[src/sv/fat12ccw_pkg.sv]
package fat12ccw_pkg;

    // Defaults for the top-level parameters.
    localparam int TABLE_BYTES_DEF = 8192;
    localparam int MAX_CHAIN_DEF   = 64;

    // Depth of the job queue between the front and the back.
    localparam int QUEUE_DEPTH = 2;

    // Command codes of an input beat.
    localparam logic CMD_LOAD = 1'b0;
    localparam logic CMD_WALK = 1'b1;

    // Result status codes.
    localparam logic [1:0] ST_OK    = 2'd0;
    localparam logic [1:0] ST_LOAD  = 2'd1;
    localparam logic [1:0] ST_BAD   = 2'd2;
    localparam logic [1:0] ST_TRUNC = 2'd3;

    // Configuration register indexes.
    localparam logic [1:0] CFG_DATA_START = 2'd0;
    localparam logic [1:0] CFG_SPC        = 2'd1;

    // Job kinds decided by the front.
    localparam logic [1:0] JOB_LOAD = 2'd0;
    localparam logic [1:0] JOB_WALK = 2'd1;
    localparam logic [1:0] JOB_BAD  = 2'd2;

    // Cluster values with a fixed meaning.
    localparam logic [11:0] ENTRY_MASK  = 12'hFFF;
    localparam logic [11:0] CHAIN_END   = 12'hFF8;
    localparam logic [11:0] MIN_CLUSTER = 12'd2;

    typedef struct packed {
        logic        command;
        logic [12:0] table_address;
        logic [7:0]  table_byte;
        logic [11:0] start_cluster;
    } t_in_item;

    typedef struct packed {
        logic [11:0] cluster;
        logic [31:0] sector_address;
        logic [1:0]  status;
        logic        last;
    } t_out_item;

    typedef struct packed {
        logic [1:0]  kind;
        logic        wr_ok;
        logic [12:0] address;
        logic [7:0]  data;
        logic [11:0] cluster;
    } t_job;

endpackage

[src/sv/fat12ccw_fifo.sv]
module fat12ccw_fifo (
    input  logic               i_clk,
    input  logic               i_rst_n,
    input  logic               i_push,
    input  fat12ccw_pkg::t_job i_data,
    input  logic               i_pop,
    output logic               o_valid,
    output logic               o_full,
    output fat12ccw_pkg::t_job o_data
);

    localparam int DEPTH = fat12ccw_pkg::QUEUE_DEPTH;
    localparam int PW    = (DEPTH > 1) ? $clog2(DEPTH) : 1;
    localparam int CW    = $clog2(DEPTH + 1);

    fat12ccw_pkg::t_job r_mem [DEPTH];
    logic [PW-1:0] r_wr_ptr, r_rd_ptr;
    logic [PW-1:0] n_wr_ptr, n_rd_ptr;
    logic [CW-1:0] r_count, n_count;

    assign o_valid = (r_count != '0);
    assign o_full  = (r_count == CW'(DEPTH));
    assign o_data  = r_mem[r_rd_ptr];

    // Pointer and count update.
    always_comb begin
        n_wr_ptr = r_wr_ptr;
        n_rd_ptr = r_rd_ptr;
        n_count  = r_count;
        if (i_push) begin
            n_wr_ptr = (r_wr_ptr == PW'(DEPTH - 1)) ? '0 : r_wr_ptr + 1'b1;
        end
        if (i_pop) begin
            n_rd_ptr = (r_rd_ptr == PW'(DEPTH - 1)) ? '0 : r_rd_ptr + 1'b1;
        end
        if (i_push && !i_pop) begin
            n_count = r_count + 1'b1;
        end else if (i_pop && !i_push) begin
            n_count = r_count - 1'b1;
        end
    end

    always_ff @(posedge i_clk) begin
        if (!i_rst_n) begin
            r_wr_ptr <= '0;
            r_rd_ptr <= '0;
            r_count  <= '0;
        end else begin
            r_wr_ptr <= n_wr_ptr;
            r_rd_ptr <= n_rd_ptr;
            r_count  <= n_count;
        end
    end

    // Entry storage needs no reset.
    always_ff @(posedge i_clk) begin
        if (i_push) begin
            r_mem[r_wr_ptr] <= i_data;
        end
    end

endmodule

[config.mk]
export PLATFORM = sky130hd
export DESIGN_NAME = fat12ccw_fifo
export DESIGN_NICKNAME = d
export VERILOG_FILES = /design/src/sv/fat12ccw_pkg.sv /design/src/sv/fat12ccw_fifo.sv
export SDC_FILE = /design/constraint.sdc
export NUM_CORES = 1
export LEC_CHECK = 0
export BUFFER_PORTS_ARGS = -buffer_cell sky130_fd_sc_hd__buf_2
export CORE_MARGIN = 10
export CORE_UTILIZATION = 25
export DETAILED_ROUTE_END_ITERATION = 10
export PLACE_DENSITY_LB_ADDON = 0.2
export SYNTH_ARGS = -nofsm -noshare
export SYNTH_HDL_FRONTEND = slang
export SYNTH_SLANG_ARGS = --single-unit
[constraint.sdc]
create_clock -name i_clk -period 6.5 [get_ports i_clk]
set_clock_uncertainty 0.2 [all_clocks]
set_input_delay 1.3 -clock i_clk [delete_from_list [all_inputs] [get_ports i_clk]]
set_output_delay 1.3 -clock i_clk [all_outputs]
set_load 0.01 [all_outputs]
==> results of run 1 <==
## layout make-up
cell class,instances,area [um^2],area share (%)
flip-flops and latches,77,2260,60.8
multi-input cells,52,532,14.3
repair buffers,78,393,10.6
clock buffers,10,229,6.16
well taps,140,175,4.71
clock inverters,5,124,3.33
inverters,1,3.75,0.101
## worst max-delay path, delay by kind of cell, from the launching register on
kind,cells,cell delay [ns]
mux,1,0.43
flops,1,0.94
buf+inv,1,0.14
## synthesized netlist by cell type
| cell type | instances |
|---|---|
| xor2_1 | 2 |
| buf_6 | 3 |
| or2_2 | 1 |
| a21boi_1 | 1 |
| o21a_1 | 1 |
| or3_1 | 1 |
| edfxtp_1 | 72 |
| xnor2_1 | 1 |
| ha_1 | 1 |
| buf_2 | 1 |
| mux2_2 | 36 |
| inv_1 | 1 |
| nor2b_1 | 2 |
| o21ai_0 | 1 |
| dfxtp_1 | 5 |
| and2b_2 | 1 |
| and2_1 | 4 |
## cell families after synthesis
family / count (synthesis) / synth area share, %
muxes: 36 / 14.3
buffers and inverters: 5 / 1.50
and+or+nand+nor: 9 / 2.08
adders and majority gates: 1 / 0.442
AOI/OAI and AO/OA: 3 / 0.708
DFF: 77 / 80.0
xor gates and xnor gates: 3 / 0.929
## state kept, by name, indices dropped and copies added, names as in the netlist, named ones only
signal	cells
r_count	2
r_mem	72
r_rd_ptr	1
r_wr_ptr	1
## metrics by stage
step	util, %	hold WS, ns	instances	worst slack [ns]
after global placement	30.8	0.282	348	3.41
after detailed placement	30.8	0.296	348	3.42
after floorplan	-	0.261	134	2.92
final	34.0	0.294	363	3.15
after CTS	34.0	0.304	363	3.06
after global routing	34.0	0.324	363	3.03
## routing by layer
metal,vias up,track usage (%),part of all wire (%)
li1,689,-,-
met1,728,8.53,43
met2,46,12.0,49
met3,7,2.54,5.5
met4,0,4.42,2.0
met5,-,0,0
## worst paths after layout
check / start / to / slack [ns] / cells past startpoint
setup reg to reg: r_wr_ptr / r_mem[1][26] / 4.74 / 1
hold reg to reg: r_count[1] / r_count[1] / 0.29 / 2
hold / removal: r_count[1] / r_count[1] / 0.29 / 2
setup / recovery: register / o_data[9] / 3.15 / 2
## report_power, final
| group | internal (uW) | switching, uW |
|---|---|---|
| Clock | 410 | 179 |
| Sequential | 572 | 15.9 |
| Combinational | 55.5 | 51.6 |
| Total | 1040 | 246 |
==> flow_metrics.tcl, run 1 <==
set metrics [dict create \
    status "finished, final reports clean" \
    avgRoutedWirePerCell_um 16.3 \
    finalHoldViolCount 0 \
    insertedDiodeCount 0 \
    p_total_uw 1280 \
    routed_via_density 4.05 \
    rsz0062_at_grt "false" \
    crit_slowest_cell "dfxtp_2" \
    clk_latency_ns 0.32 \
    startpoint_type "register" \
    routed_wl_um 5930 \
    drv_slew 0 \
    fin_crit_sh_pct 51.5 \
    cts_resized 0 \
    finalSetupViolCount 0 \
    synth.area.top_cells "edfxtp_1, mux2_2, dfxtp_1, buf_6, and2_1" \
    worstPathMaxFanout 36 \
    arrival_ns 1.85 \
    p_leak_uw 0.00140 \
    core_mm2 0.0109 \
    worstPathCellList "mux2_2 > buf_2" \
    root_buffer "clkbuf_16" \
    first_pass_iters 4 \
    synth.largest_area_cell "edfxtp_1" \
    cp.required_ns 5.00 \
    grt_usage_pct 7.49 \
    dp_hpwl_um 3930 \
    synth_area_mm2 0.00283 \
    htreeDepth 3 \
    critPathKind "register to primary output" \
    io_pins 78 \
    port_buffers 77 \
    drc 0 \
    drtAntennaViolNets 0 \
    num-nets-final 260 \
    layout_min_cycle_time_ns 3.35 \
    dpl_cell_area_mm2 0.00337 \
    cts_buffers 9 \
    grt_overflow_total 0 \
    rows 38 \
    hold_class "register to register" \
    avgSynthCellArea_um2 21.1 \
    fin_setup_tns_ns 0 \
    first_global_vias 1612 \
    p_per_area_mw_per_mm2 345 \
    cts_max_path_buffers 2 \
    final_cell_mix "buf_2, edfxtp_1, mux2_2" \
    yosysTopAreaCellShare_pct 76.5 \
    tritoncts "done" \
    max_stage_delay_ns 0.94 \
    nFillCells 1100 \
    synth_cell_type_count 17 \
    syn_nets 175 \
    clk_pin_slew_ns 0.05 \
    grt_pass1_wl_um 9290 \
    slew_headroom_pct 37.4 \
    start_util_pct 25.9 \
    layout_commonest_cell "buf_2" \
    die_h_um 126 \
    irDropWorstVdd_uv 132 \
    max_cap_violations 0 \
    worst_pin_slew_ns 0.939 \
    drive_gt1_share_pct 59.2 \
    routabilityCongestion 0.668 \
    synthCells 134 \
    max_freq_mhz 299 \
    cts_sinks 77 \
    area_delta_synth_final_pct 31.5 \
    die_area_mm2 0.0160 \
    postCtsSetupBuffers 0 \
    seq_area_frac_synth_pct 80.0 \
    endpoint_kind "primary output" \
    vias 1470 \
    final_area_mm2 0.00372 \
    ys_seq_elements 77 \
    die_w_um 126 \
    yosys_warnings 0 \
    grt_max_degree 38 \
    hold_buffers 0 \
    detail_route.iter0.violations 51 \
    antenna_found_initial 0 \
]
No activity file was read; power rests on OpenSTA's default activity.
==> inputs of run 2 (changes only) <==
clock period = 3.05 ns   (was 6.5 ns; I/O delays follow)
==> run 2 against run 1 <==
Compared with the run above: hold slack got worse by 0.024 ns; sequential share of layout area hardly changed; clock power is 88% higher; die area did not move; flip-flop and latch count did not move; power up 100%; register-to-register slack got worse by 3.3 ns; combinational power up 130%; core utilization about the same; first-iteration DRC count is 3.9% higher; largest power group is now registers.
==> flow_metrics.tcl, run 2 (synthesis results as in run 1) <==
set metrics [dict create \
    final_area_mm2 0.00372 \
    clkPwrFrac_pct 42.7 \
    root_buffer "clkbuf_16" \
    regMostFlops "r_mem" \
    grt_usage_pct 7.42 \
    drtAntennaViolNets 0 \
    cpLargestDelayFamily "flip-flops" \
    detail_route.iter0.violations 53 \
    rows 38 \
    p_switching_uw 541 \
    port_buffers 77 \
    postLayoutCoreUtil_pct 34.0 \
    start_util_pct 25.9 \
    max_freq_mhz 411 \
    dp_hpwl_um 4070 \
    fin_crit_sh_pct 79.8 \
    dpl_cell_area_mm2 0.00341 \
    worst_pin_slew_ns 0.546 \
    hold_buffers 0 \
    final_cell_mix "buf_2, edfxtp_1, mux2_2" \
    max_cap_violations 0 \
    arrival_ns 1.62 \
    pwr-share-seq_pct 47.7 \
    status "finished, final reports clean" \
    whs_path_depth 1 \
    path_buf_inv 2 \
    hold_class "input port to register" \
    clk_pin_slew_ns 0.06 \
    routed_via_density 3.98 \
    p_per_area_mw_per_mm2 699 \
    worstPathMaxFanout 24 \
    ff_latch_area_mm2 0.00226 \
    crit_slowest_cell "dfxtp_2" \
    finalSetupViolCount 0 \
    switching_share_pct 20.8 \
    clk_latency_ns 0.32 \
    grt_max_degree 37 \
    rsz0062_at_grt "false" \
    cts_buffers 9 \
    endpoint_kind "primary output" \
    core_mm2 0.0109 \
    tritoncts "done" \
    first_global_vias 1604 \
    nFillCells 1059 \
    p_leak_uw 0.00140 \
    routed_wl_um 5910 \
    htreeDepth 3 \
    drv_slew 0 \
    dp.cells 350 \
    r2r_cells 2 \
    postCtsSetupBuffers 0 \
    fin_setup_tns_ns 0 \
    critPathKind "register to primary output" \
    finalHoldViolCount 0 \
    layout_min_cycle_time_ns 2.43 \
    area_delta_synth_final_pct 31.6 \
    first_pass_iters 4 \
    p_int_uw 2060 \
    die_area_mm2 0.0160 \
    antenna_found_initial 1 \
    num-nets-final 262 \
    die_w_um 126 \
    reg_top3 "r_mem (72), r_count (2)" \
    multiInputGateArea_um2 532 \
    layout_commonest_cell "buf_2" \
    irDropWorstVdd_uv 279 \
    slew_headroom_pct 63.6 \
    cp.required_ns 2.24 \
    cts_max_path_buffers 2 \
    grt_overflow_total 0 \
    worstPathCellList "buf_12 > mux2_2 > buf_2" \
    stdcell_count 366 \
    insertedDiodeCount 0 \
    routabilityCongestion 0.659 \
    max_stage_delay_ns 0.54 \
    startpoint_type "register" \
    grt_pass1_wl_um 9140 \
    cts_resized 0 \
    drc 0 \
    comb_power_share_pct 9.6 \
    crit_cells 3 \
    cts_sinks 77 \
    io_pins 78 \
    vias 1456 \
    drive_gt1_share_pct 59.7 \
    avgRoutedWirePerCell_um 16.1 \
    largest_reg_flops 72 \
    die_h_um 126 \
]
==> run 2: power by group through the flow <==
| stage | combinational, uW | clock (uW) | sequential [uW] |
|---|---|---|---|
| final | 249 | 1110 | 1240 |
| after global routing | 276 | 1190 | 1250 |
| after CTS | 259 | 1150 | 1240 |
| after detailed placement | 257 | 0 | 1260 |
| after global placement | 256 | 0 | 1260 |
| after floorplan | 149 | 0 | 1250 |
==> run 2: final timing paths <==
| check | from | to | slack [ns] |
|---|---|---|---|
| hold reg to reg | r_count[1] | r_count[1] | 0.30 |
| setup / recovery | register | o_data[20] | 0.62 |
| hold / removal | i_data[20] | r_mem[1][20] | 0.27 |
| setup reg to reg | r_wr_ptr | r_mem[1][8] | 1.42 |
==> run 2: per-layer routing <==
metal / part of all wire [%] / track usage [%] / vias to the layer above
met3: 7.2 / 2.96 / 8
li1: - / - / 696
met5: 0 / 0 / -
met1: 43 / 8.23 / 702
met4: 2.0 / 3.82 / 0
met2: 48 / 12.1 / 50
==> run 2: layout make-up <==
type	instances	area share, %
multi-input cells	52	14.3
well taps	140	4.71
clock buffers	10	6.15
clock inverters	6	2.32
inverters	1	0.101
flip-flops and latches	77	60.8
repair buffers	80	11.6
==> run 2: metrics by stage <==
stage               power, uW  setup slack, ns  hold slack, ns
detailed placement       1520            0.917           0.298
CTS                      2650            0.559           0.253
global placement         1520            0.935           0.286
global route             2710            0.532           0.255
floorplan                1400            0.156           0.261
finish                   2600            0.618           0.270
